--- src/tlb_pkg.sv ---
// ----------------------------------------------------------------------------
// TLB package
// Shared widths, opcodes, the tag record and the recency update codes.
// ----------------------------------------------------------------------------
package tlb_pkg;

    localparam int OPC_W       = 2;
    localparam int DATA_W      = 16;
    localparam int CFG_W       = 5;
    localparam int ENTRIES_DEF = 16;

    localparam logic [CFG_W-1:0] ACTIVE_RST = CFG_W'(16);

    localparam logic [OPC_W-1:0] OP_LOOKUP = 2'd0;
    localparam logic [OPC_W-1:0] OP_FILL   = 2'd1;
    localparam logic [OPC_W-1:0] OP_FLUSH  = 2'd2;
    localparam logic [OPC_W-1:0] OP_NOP    = 2'd3;

    typedef struct packed {
        logic [DATA_W-1:0] process;
        logic [DATA_W-1:0] page;
        logic [DATA_W-1:0] frame;
    } t_tag;

    typedef enum logic [1:0] {
        RK_NONE,
        RK_TOUCH,
        RK_ENTER,
        RK_REMOVE
    } t_rank_op;

endpackage

--- src/tlb_tag_mem.sv ---
// ----------------------------------------------------------------------------
// TLB tag memory
// One write port and one registered read port for the process, page and
// frame of every entry.
// ----------------------------------------------------------------------------
module tlb_tag_mem #(
    parameter int ENTRIES = tlb_pkg::ENTRIES_DEF
) (
    input  logic                       i_clk,
    input  logic                       i_we,
    input  logic [$clog2(ENTRIES)-1:0] i_waddr,
    input  tlb_pkg::t_tag              i_wdata,
    input  logic [$clog2(ENTRIES)-1:0] i_raddr,
    output tlb_pkg::t_tag              o_rdata
);

    tlb_pkg::t_tag r_mem [ENTRIES];
    tlb_pkg::t_tag r_rdata;

    always_ff @(posedge i_clk) begin
        if (i_we) begin
            r_mem[i_waddr] <= i_wdata;
        end
        r_rdata <= r_mem[i_raddr];
    end

    assign o_rdata = r_rdata;

endmodule

--- src/tlb_rank.sv ---
// ----------------------------------------------------------------------------
// TLB recency ranks
// Valid bits and age ranks of all entries, updated in parallel when an
// entry is touched, entered or removed.
// ----------------------------------------------------------------------------
module tlb_rank #(
    parameter int ENTRIES = tlb_pkg::ENTRIES_DEF
) (
    input  logic                                        i_clk,
    input  logic                                        i_rst_n,
    input  tlb_pkg::t_rank_op                           i_op,
    input  logic [$clog2(ENTRIES)-1:0]                  i_idx,
    output logic [ENTRIES-1:0]                          o_valid,
    output logic [ENTRIES-1:0][$clog2(ENTRIES)-1:0]     o_age
);

    localparam int AGE_W = $clog2(ENTRIES);

    logic [ENTRIES-1:0]             r_valid;
    logic [ENTRIES-1:0]             n_valid;
    logic [ENTRIES-1:0][AGE_W-1:0]  r_age;
    logic [ENTRIES-1:0][AGE_W-1:0]  n_age;
    logic [AGE_W-1:0]               age_k;

    assign age_k = r_age[i_idx];

    always_comb begin
        n_valid = r_valid;
        n_age   = r_age;
        for (int j = 0; j < ENTRIES; j++) begin
            if ((AGE_W'(j) != i_idx) && r_valid[j]) begin
                unique case (i_op)
                    tlb_pkg::RK_TOUCH: begin
                        if (r_age[j] < age_k) n_age[j] = r_age[j] + AGE_W'(1);
                    end
                    tlb_pkg::RK_ENTER: begin
                        n_age[j] = r_age[j] + AGE_W'(1);
                    end
                    tlb_pkg::RK_REMOVE: begin
                        if (r_age[j] > age_k) n_age[j] = r_age[j] - AGE_W'(1);
                    end
                    default: begin
                    end
                endcase
            end
        end
        unique case (i_op)
            tlb_pkg::RK_TOUCH: begin
                n_age[i_idx] = '0;
            end
            tlb_pkg::RK_ENTER: begin
                n_age[i_idx]   = '0;
                n_valid[i_idx] = 1'b1;
            end
            tlb_pkg::RK_REMOVE: begin
                n_age[i_idx]   = '0;
                n_valid[i_idx] = 1'b0;
            end
            default: begin
            end
        endcase
    end

    always_ff @(posedge i_clk) begin
        if (!i_rst_n) begin
            r_valid <= '0;
            r_age   <= '0;
        end else begin
            r_valid <= n_valid;
            r_age   <= n_age;
        end
    end

    assign o_valid = r_valid;
    assign o_age   = r_age;

endmodule

--- src/tlb_ctrl.sv ---
// ----------------------------------------------------------------------------
// TLB sequencer
// Scans the entries one at a time through a single tag and age comparator,
// then commits the fill or recency update and registers the result.
// ----------------------------------------------------------------------------
module tlb_ctrl #(
    parameter int ENTRIES = tlb_pkg::ENTRIES_DEF
) (
    input  logic                                    i_clk,
    input  logic                                    i_rst_n,
    input  logic                                    i_valid,
    output logic                                    o_stall,
    input  logic [tlb_pkg::OPC_W-1:0]               i_opcode,
    input  logic [tlb_pkg::DATA_W-1:0]              i_process_id,
    input  logic [tlb_pkg::DATA_W-1:0]              i_page_number,
    input  logic [tlb_pkg::DATA_W-1:0]              i_frame_number,
    input  logic [$clog2(ENTRIES+1)-1:0]            i_used,
    output logic                                    o_idle,
    output logic                                    o_mem_we,
    output logic [$clog2(ENTRIES)-1:0]              o_mem_waddr,
    output tlb_pkg::t_tag                           o_mem_wdata,
    output logic [$clog2(ENTRIES)-1:0]              o_mem_raddr,
    input  tlb_pkg::t_tag                           i_mem_rdata,
    output tlb_pkg::t_rank_op                       o_rank_op,
    output logic [$clog2(ENTRIES)-1:0]              o_rank_idx,
    input  logic [ENTRIES-1:0]                      i_entry_valid,
    input  logic [ENTRIES-1:0][$clog2(ENTRIES)-1:0] i_entry_age,
    output logic                                    o_valid,
    input  logic                                    i_stall,
    output logic                                    o_hit,
    output logic [tlb_pkg::DATA_W-1:0]              o_found_frame
);

    localparam int IDX_W = $clog2(ENTRIES);
    localparam int CNT_W = $clog2(ENTRIES + 1);
    localparam int AGE_W = $clog2(ENTRIES);

    typedef enum logic [1:0] {
        S_IDLE,
        S_RD,
        S_CMP,
        S_FIN
    } t_state;

    t_state                      r_state;
    logic [tlb_pkg::OPC_W-1:0]   r_op;
    logic [tlb_pkg::DATA_W-1:0]  r_pid;
    logic [tlb_pkg::DATA_W-1:0]  r_page;
    logic [tlb_pkg::DATA_W-1:0]  r_frame;
    logic [IDX_W-1:0]            r_idx;
    logic [CNT_W-1:0]            r_lim;
    logic                        r_found;
    logic [IDX_W-1:0]            r_tgt;
    logic [tlb_pkg::DATA_W-1:0]  r_hit_frame;
    logic [IDX_W-1:0]            r_vict_idx;
    logic [AGE_W-1:0]            r_vict_age;
    logic                        r_out_valid;
    logic                        r_out_hit;
    logic [tlb_pkg::DATA_W-1:0]  r_out_frame;

    logic                        accept;
    logic                        out_free;
    logic                        entry_v;
    logic [AGE_W-1:0]            entry_age;
    logic                        pid_eq;
    logic                        page_eq;
    logic                        last;
    logic [CNT_W-1:0]            lim_in;

    assign accept    = (r_state == S_IDLE) && i_valid;
    assign out_free  = !r_out_valid || !i_stall;
    assign entry_v   = i_entry_valid[r_idx];
    assign entry_age = i_entry_age[r_idx];
    assign pid_eq    = (i_mem_rdata.process == r_pid);
    assign page_eq   = (i_mem_rdata.page == r_page);
    assign last      = (CNT_W'(r_idx) == (r_lim - CNT_W'(1)));
    assign lim_in    = (i_opcode == tlb_pkg::OP_FLUSH) ? CNT_W'(ENTRIES) : i_used;

    always_comb begin
        o_rank_op   = tlb_pkg::RK_NONE;
        o_rank_idx  = r_idx;
        o_mem_we    = 1'b0;
        o_mem_waddr = r_tgt;
        if (r_state == S_CMP && r_op == tlb_pkg::OP_FLUSH && entry_v && pid_eq) begin
            o_rank_op = tlb_pkg::RK_REMOVE;
        end else if (r_state == S_FIN && out_free) begin
            if (r_op == tlb_pkg::OP_LOOKUP && r_found) begin
                o_rank_op  = tlb_pkg::RK_TOUCH;
                o_rank_idx = r_tgt;
            end else if (r_op == tlb_pkg::OP_FILL && r_found) begin
                o_rank_op  = tlb_pkg::RK_ENTER;
                o_rank_idx = r_tgt;
                o_mem_we   = 1'b1;
            end else if (r_op == tlb_pkg::OP_FILL && r_lim != '0) begin
                o_rank_op   = tlb_pkg::RK_TOUCH;
                o_rank_idx  = r_vict_idx;
                o_mem_we    = 1'b1;
                o_mem_waddr = r_vict_idx;
            end
        end
    end

    assign o_mem_wdata = '{process: r_pid, page: r_page, frame: r_frame};
    assign o_mem_raddr = r_idx;

    always_ff @(posedge i_clk) begin
        if (!i_rst_n) begin
            r_state     <= S_IDLE;
            r_out_valid <= 1'b0;
            r_found     <= 1'b0;
        end else begin
            if (r_out_valid && !i_stall) begin
                r_out_valid <= 1'b0;
            end
            unique case (r_state)
                S_IDLE: begin
                    if (accept) begin
                        r_op        <= i_opcode;
                        r_pid       <= i_process_id;
                        r_page      <= i_page_number;
                        r_frame     <= i_frame_number;
                        r_idx       <= '0;
                        r_lim       <= lim_in;
                        r_found     <= 1'b0;
                        r_hit_frame <= '0;
                        if (i_opcode == tlb_pkg::OP_NOP || lim_in == '0) begin
                            r_state <= S_FIN;
                        end else begin
                            r_state <= S_RD;
                        end
                    end
                end
                S_RD: begin
                    r_state <= S_CMP;
                end
                S_CMP: begin
                    if (r_op == tlb_pkg::OP_LOOKUP && entry_v && pid_eq && page_eq) begin
                        r_found     <= 1'b1;
                        r_tgt       <= r_idx;
                        r_hit_frame <= i_mem_rdata.frame;
                        r_state     <= S_FIN;
                    end else if (r_op == tlb_pkg::OP_FILL && !entry_v) begin
                        r_found <= 1'b1;
                        r_tgt   <= r_idx;
                        r_state <= S_FIN;
                    end else begin
                        if (r_idx == '0 || entry_age > r_vict_age) begin
                            r_vict_idx <= r_idx;
                            r_vict_age <= entry_age;
                        end
                        if (last) begin
                            r_state <= S_FIN;
                        end else begin
                            r_idx   <= r_idx + IDX_W'(1);
                            r_state <= S_RD;
                        end
                    end
                end
                S_FIN: begin
                    if (out_free) begin
                        r_out_valid <= 1'b1;
                        r_out_hit   <= (r_op == tlb_pkg::OP_LOOKUP) && r_found;
                        r_out_frame <= r_hit_frame;
                        r_state     <= S_IDLE;
                    end
                end
                default: begin
                    r_state <= S_IDLE;
                end
            endcase
        end
    end

    assign o_stall       = (r_state != S_IDLE);
    assign o_idle        = (r_state == S_IDLE);
    assign o_valid       = r_out_valid;
    assign o_hit         = r_out_hit;
    assign o_found_frame = r_out_frame;

endmodule

--- src/tlb_lru_pid_tagged.sv ---
// ----------------------------------------------------------------------------
// Process-tagged translation buffer with LRU replacement
// Fully associative page translation buffer: lookup, fill and flush by
// process id, with exact recency ranks for victim choice.
// ----------------------------------------------------------------------------
// Usage: items enter on i_valid with o_stall low and carry an opcode
// (lookup, fill, flush), a process id, a page and a frame. Every item yields
// exactly one result item on o_valid, taken when i_stall is low: hit and the
// found frame for a lookup, zeros for anything else.
// The entries are scanned one at a time, each through a read state and a
// compare state, by a single comparator reading the tag memory. The scan
// covers up to the active count for lookup and fill (a lookup stops at
// its first match, a fill at its first free entry) and all ENTRIES for a
// flush. The block takes one item at a time and holds o_stall high until
// the item is finished.
// A finished result sits in an output register; the next item is accepted
// while it waits, and only its commit waits until the receiver takes it.
// The configuration channel writes active_entries, taken only while idle.
// After reset all entries are invalid, all ranks are zero and active_entries
// is 16; no clearing pass is needed.
// ----------------------------------------------------------------------------
module tlb_lru_pid_tagged #(
    parameter int ENTRIES = tlb_pkg::ENTRIES_DEF
) (
    input  logic                         i_clk,
    input  logic                         i_rst_n,
    input  logic                         i_cfg_valid,
    output logic                         o_cfg_ready,
    input  logic [tlb_pkg::CFG_W-1:0]    i_cfg_data,
    input  logic                         i_valid,
    output logic                         o_stall,
    input  logic [tlb_pkg::OPC_W-1:0]    i_opcode,
    input  logic [tlb_pkg::DATA_W-1:0]   i_process_id,
    input  logic [tlb_pkg::DATA_W-1:0]   i_page_number,
    input  logic [tlb_pkg::DATA_W-1:0]   i_frame_number,
    output logic                         o_valid,
    input  logic                         i_stall,
    output logic                         o_hit,
    output logic [tlb_pkg::DATA_W-1:0]   o_found_frame
);

    localparam int IDX_W = $clog2(ENTRIES);
    localparam int CNT_W = $clog2(ENTRIES + 1);
    localparam int CMP_W = (CNT_W > tlb_pkg::CFG_W) ? CNT_W : tlb_pkg::CFG_W;

    logic [tlb_pkg::CFG_W-1:0]          r_active;
    logic [CMP_W-1:0]                   active_ext;
    logic [CNT_W-1:0]                   used;
    logic                               idle;

    logic                               mem_we;
    logic [IDX_W-1:0]                   mem_waddr;
    tlb_pkg::t_tag                      mem_wdata;
    logic [IDX_W-1:0]                   mem_raddr;
    tlb_pkg::t_tag                      mem_rdata;

    tlb_pkg::t_rank_op                  rank_op;
    logic [IDX_W-1:0]                   rank_idx;
    logic [ENTRIES-1:0]                 entry_valid;
    logic [ENTRIES-1:0][IDX_W-1:0]      entry_age;

    assign o_cfg_ready = idle;

    always_ff @(posedge i_clk) begin
        if (!i_rst_n) begin
            r_active <= tlb_pkg::ACTIVE_RST;
        end else if (i_cfg_valid && o_cfg_ready) begin
            r_active <= i_cfg_data;
        end
    end

    assign active_ext = CMP_W'(r_active);
    assign used = (active_ext > CMP_W'(ENTRIES)) ? CNT_W'(ENTRIES) : CNT_W'(active_ext);

    tlb_tag_mem #(
        .ENTRIES (ENTRIES)
    ) u_mem (
        .i_clk   (i_clk),
        .i_we    (mem_we),
        .i_waddr (mem_waddr),
        .i_wdata (mem_wdata),
        .i_raddr (mem_raddr),
        .o_rdata (mem_rdata)
    );

    tlb_rank #(
        .ENTRIES (ENTRIES)
    ) u_rank (
        .i_clk   (i_clk),
        .i_rst_n (i_rst_n),
        .i_op    (rank_op),
        .i_idx   (rank_idx),
        .o_valid (entry_valid),
        .o_age   (entry_age)
    );

    tlb_ctrl #(
        .ENTRIES (ENTRIES)
    ) u_ctrl (
        .i_clk          (i_clk),
        .i_rst_n        (i_rst_n),
        .i_valid        (i_valid),
        .o_stall        (o_stall),
        .i_opcode       (i_opcode),
        .i_process_id   (i_process_id),
        .i_page_number  (i_page_number),
        .i_frame_number (i_frame_number),
        .i_used         (used),
        .o_idle         (idle),
        .o_mem_we       (mem_we),
        .o_mem_waddr    (mem_waddr),
        .o_mem_wdata    (mem_wdata),
        .o_mem_raddr    (mem_raddr),
        .i_mem_rdata    (mem_rdata),
        .o_rank_op      (rank_op),
        .o_rank_idx     (rank_idx),
        .i_entry_valid  (entry_valid),
        .i_entry_age    (entry_age),
        .o_valid        (o_valid),
        .i_stall        (i_stall),
        .o_hit          (o_hit),
        .o_found_frame  (o_found_frame)
    );

endmodule
--- config.mk ---
export PLATFORM = sky130hd
export DESIGN_NAME = tlb_lru_pid_tagged
export DESIGN_NICKNAME = d
export VERILOG_FILES = /design/src/tlb_pkg.sv /design/src/tlb_tag_mem.sv /design/src/tlb_rank.sv /design/src/tlb_ctrl.sv /design/src/tlb_lru_pid_tagged.sv
export SDC_FILE = /design/constraint.sdc
export NUM_CORES = 2
export LEC_CHECK = 0
export ABC_AREA = 1
export BUFFER_PORTS_ARGS = -buffer_cell sky130_fd_sc_hd__buf_2
export CORE_MARGIN = 2
export CORE_UTILIZATION = 52
export DETAILED_ROUTE_END_ITERATION = 6
export PLACE_DENSITY = 0.73
export SLEW_MARGIN = 0
export SYNTH_ARGS = -nofsm -noshare
export SYNTH_HDL_FRONTEND = slang
export SYNTH_SLANG_ARGS = --single-unit
--- constraint.sdc ---
create_clock -name i_clk -period 4.5 [get_ports i_clk]
set_clock_uncertainty 0.1 [all_clocks]
set_input_delay 0.225 -clock i_clk [delete_from_list [all_inputs] [get_ports i_clk]]
set_output_delay 0.225 -clock i_clk [all_outputs]
set_load 0.01 [all_outputs]
==> results.toml <==
[power]
clockPowerShare_pct = 40.8
powerDensity_mw_per_mm2 = 409
power_leakage_nw = 19.2
p_comb_share_pct = 9.3
p_int_mw = 15.8
ir_drop_mv = 0.322
seqPwrFrac_pct = 49.9
power.net_switching_mw = 5.11
p_sw_share_pct = 24.5

[clock_tree]
clk_pin_slew_ps = 60
cts.sinks = 1009
ctsRootBufferMaster = "clkbuf_16"
cts_buffers = 102
htree_levels = 3
cts_tree = "done"
clk-insertion-delay-late_ps = 690
clockBufferDepth = 3

[worst_setup_path]
crit_slowest_cell = "edfxtp_1"
crit_path_frequent_cell = "nand2_1"
r2r-end = "u_rank.o_age[59]"
reg2reg_slack_ps = 320
worstSetupPathType = "reg2reg"
r2r_cells = 30
crit_path_max_incr_delay_ps = 400
end_kind = "register"
r2r-start = "u_ctrl.r_lim[0]"
cp-start-kind = "register"
cp_max_fo = 21
cp.required_ps = 4950
arrival_ps = 4630

[floorplan]
die_x_um = 298
core_area_sq_mm = 0.0854
initial_core_util_pct = 52.6
io_pins = 80
chipHeight_um = 298
die-area_sq_mm = 0.0888
rows = 107

[drt]
totalWireLength_mm = 121
drcViolationCount = 1
top_layer_used = "met4"
post_drt_wl_per_cell_um = 21.7
firstDrtPassIters = 7
ant_nets = 0
wl_met2_mm = 57.8
wl_met1_mm = 48.4
drt_iter0_markers = 3664
wl_met3_mm = 10.6
via_per_inst = 5.91
num_vias = 33000

[sta]
finalWorstSetupSlack_ps = 319
maxSlewHeadroom_pct = 16.0
worst_slew_pin_slew_ps = 1260
finalSetupViolCount = 0
max_freq_mhz = 239
final_hold_viol_count = 0
drv_slew = 0
final.setup.tns_ps = 0
period_needed_ps = 4180
period_share_pct = 92.9

[synth]
yosys.cell_types.count = 45
synth_top_area_cell = "edfxtp_1"
yosys.area.top_type_share_pct = 58.3
synth.most_common_cell = "nand2_1"
async_flop_share_pct = 0
yosys-top-cells-area = "edfxtp_1 (58%), nand2_1 (7.4%), dfxtp_1 (6.1%)"
synth.net_count = 4384
ys_warn_count = 0
synth_seq_area_share_pct = 64.4
syn_inst = 4220
syn-cell-area_sq_mm = 0.0450
synth_ff_type = "edfxtp_1"
ys_seq_elements = 1009
synth_edf_count = 872
yosys-top-cells-count = "nand2_1 (888), edfxtp_1 (872), nor2_1 (485), o21ai_0 (390), nand3_1 (262)"
synth_area_per_cell_sq_um = 10.7

[hold_path]
min_path_cells = 5
holdPathEnd = "active_ext[1]"
min_from = "i_cfg_valid"
hp-class = "in2reg"

[placed_design]
preCtsSetupSlack_ps = 121
dp.final_hpwl_mm = 63.7
portBuffers = 79
gp_congestion = 0.917

[grt]
grt_pass1_wl_mm = 182
grt_max_degree = 216
track_usage_pct = 26.5
antenna_found_initial = 0
grt-ovfl-total = 0
grt_pass1_vias = 31200

[layout]
area_growth_pct = 13.4
n_antenna_cell = 0
final.fill_count = 6869
layout-drive-gt1-share_pct = 10.1
multi_input_area_sq_mm = 0.0145
fin_nets = 4516
regArea_sq_mm = 0.0289

[job]
drv_cap = 0

[status]
status = "finished with violations"
violations = "design-rule violations"
==> critical path, delay by kind of cell, from the launching register on <==
kind,cells,cell delay [ps]
AND/OR/NAND/NOR,19,1860
buffers and inverters,6,720
adder cells (fa/ha/maj),2,430
AO/OA/AOI/OAI,2,430
flip-flops,1,400
XOR/XNOR,1,130
==> cell usage in the layout (no fill, tap or decap), types with 66 or more instances in the layout <==
cell,netlist,routed
buf_2,43,80
nand3_1,262,262
dlygate4sd3_1,0,66
a21oi_1,214,213
dfxtp_1,137,137
edfxtp_1,872,872
clkbuf_16,0,103
nor2_1,485,467
ha_1,104,104
xor2_1,86,86
nand2_1,888,871
buf_4,9,72
o21ai_0,390,385
inv_1,203,200
==> flip-flops by register name (all words and copies together), names as in the netlist, 4 cells and up, named ones only <==
name / count
u_rank.o_age: 64
u_ctrl.r_frame: 16
u_ctrl.r_pid: 16
u_ctrl.r_vict_idx: 4
u_ctrl.r_hit_frame: 16
u_ctrl.r_lim: 5
u_ctrl.r_page: 16
u_mem.o_rdata: 48
u_ctrl.r_vict_age: 4
u_mem.r_mem: 768
u_ctrl.o_mem_raddr: 4
u_ctrl.r_tgt: 4
active_ext: 5
u_ctrl.o_found_frame: 16
==> repair_timing <==
| action | in CTS | in global routing |
|---|---|---|
| setup endpoints to repair | 0 | 64 |
| resized for setup | 0 | 30 |
| hold buffers | 66 | 0 |
| buffers inserted | 0 | 16 |
| hold endpoints to repair | 73 | 0 |
==> cell families (layout without fill, tap and decap cells) <==
| kind of cell | count (synthesis) | in the layout | synth area share (%) |
|---|---|---|---|
| simple gates | 1740 | 1741 | 16.2 |
| flops | 1009 | 1009 | 64.4 |
| compound gates | 821 | 821 | 10.5 |
| buf+inv | 429 | 649 | 3.85 |
| xor+xnor | 117 | 117 | 2.28 |
| fa+ha+maj | 104 | 104 | 2.89 |
==> worst max path at each step <==
stage,start,to,slack (ps),cells past startpoint
CTS,u_ctrl.r_lim[0],u_rank.o_age[31],50,29
global route,u_ctrl.r_lim[0],u_rank.o_age[56],-30,30
detailed placement,u_ctrl.r_lim[0],u_rank.o_age[19],120,31
finish,u_ctrl.r_lim[0],u_rank.o_age[59],320,30
global placement,u_ctrl.r_lim[0],u_rank.o_age[51],230,31
floorplan,u_ctrl.r_lim[0],u_mem.r_mem[0][0],290,11
==> stage by stage <==
step	cells	hold slack (ps)	power, mW	area (sq um)	util (%)
6_report	5585	94.9	20.9	51000	59.7
2_1_floorplan	4220	224	11.8	45000	-
3_5_place_dp	5308	303	12.4	46700	54.7
4_1_cts	5567	46.2	20.9	50800	59.4
3_3_place_gp	5308	301	12.4	46700	54.7
5_1_grt	5585	102	21.5	51000	59.7
==> layout make-up <==
| class | instances | area share, % |
|---|---|---|
| Clock buffer | 132 | 5.35 |
| Tap cell | 1144 | 2.81 |
| Sequential cell | 1009 | 56.7 |
| Clock inverter | 61 | 1.31 |
| Inverter | 224 | 1.68 |
| Timing Repair Buffer | 231 | 3.62 |
| Timing Repair inverter | 1 | 0.0147 |
| Multi-Input combinational cell | 2783 | 28.5 |
==> per-layer routing <==
layer / GRT usage [%] / vias to the layer above
met5: 0 / -
met4: 9.76 / 0
met3: 3.86 / 283
met2: 44.2 / 1677
met1: 35.4 / 15900
li1: - / 15100
==> power by group through the flow <==
stage                     clock network [mW]  registers (mW)  logic (mW)
after floorplan                            0            10.6        1.24
after global placement                     0            10.6        1.75
after detailed placement                   0            10.6        1.80
after CTS                               8.60            10.4        1.86
after global routing                    8.95            10.4        2.14
final                                   8.50            10.4        1.94
Note: power is estimated with default switching activity, not from simulation.
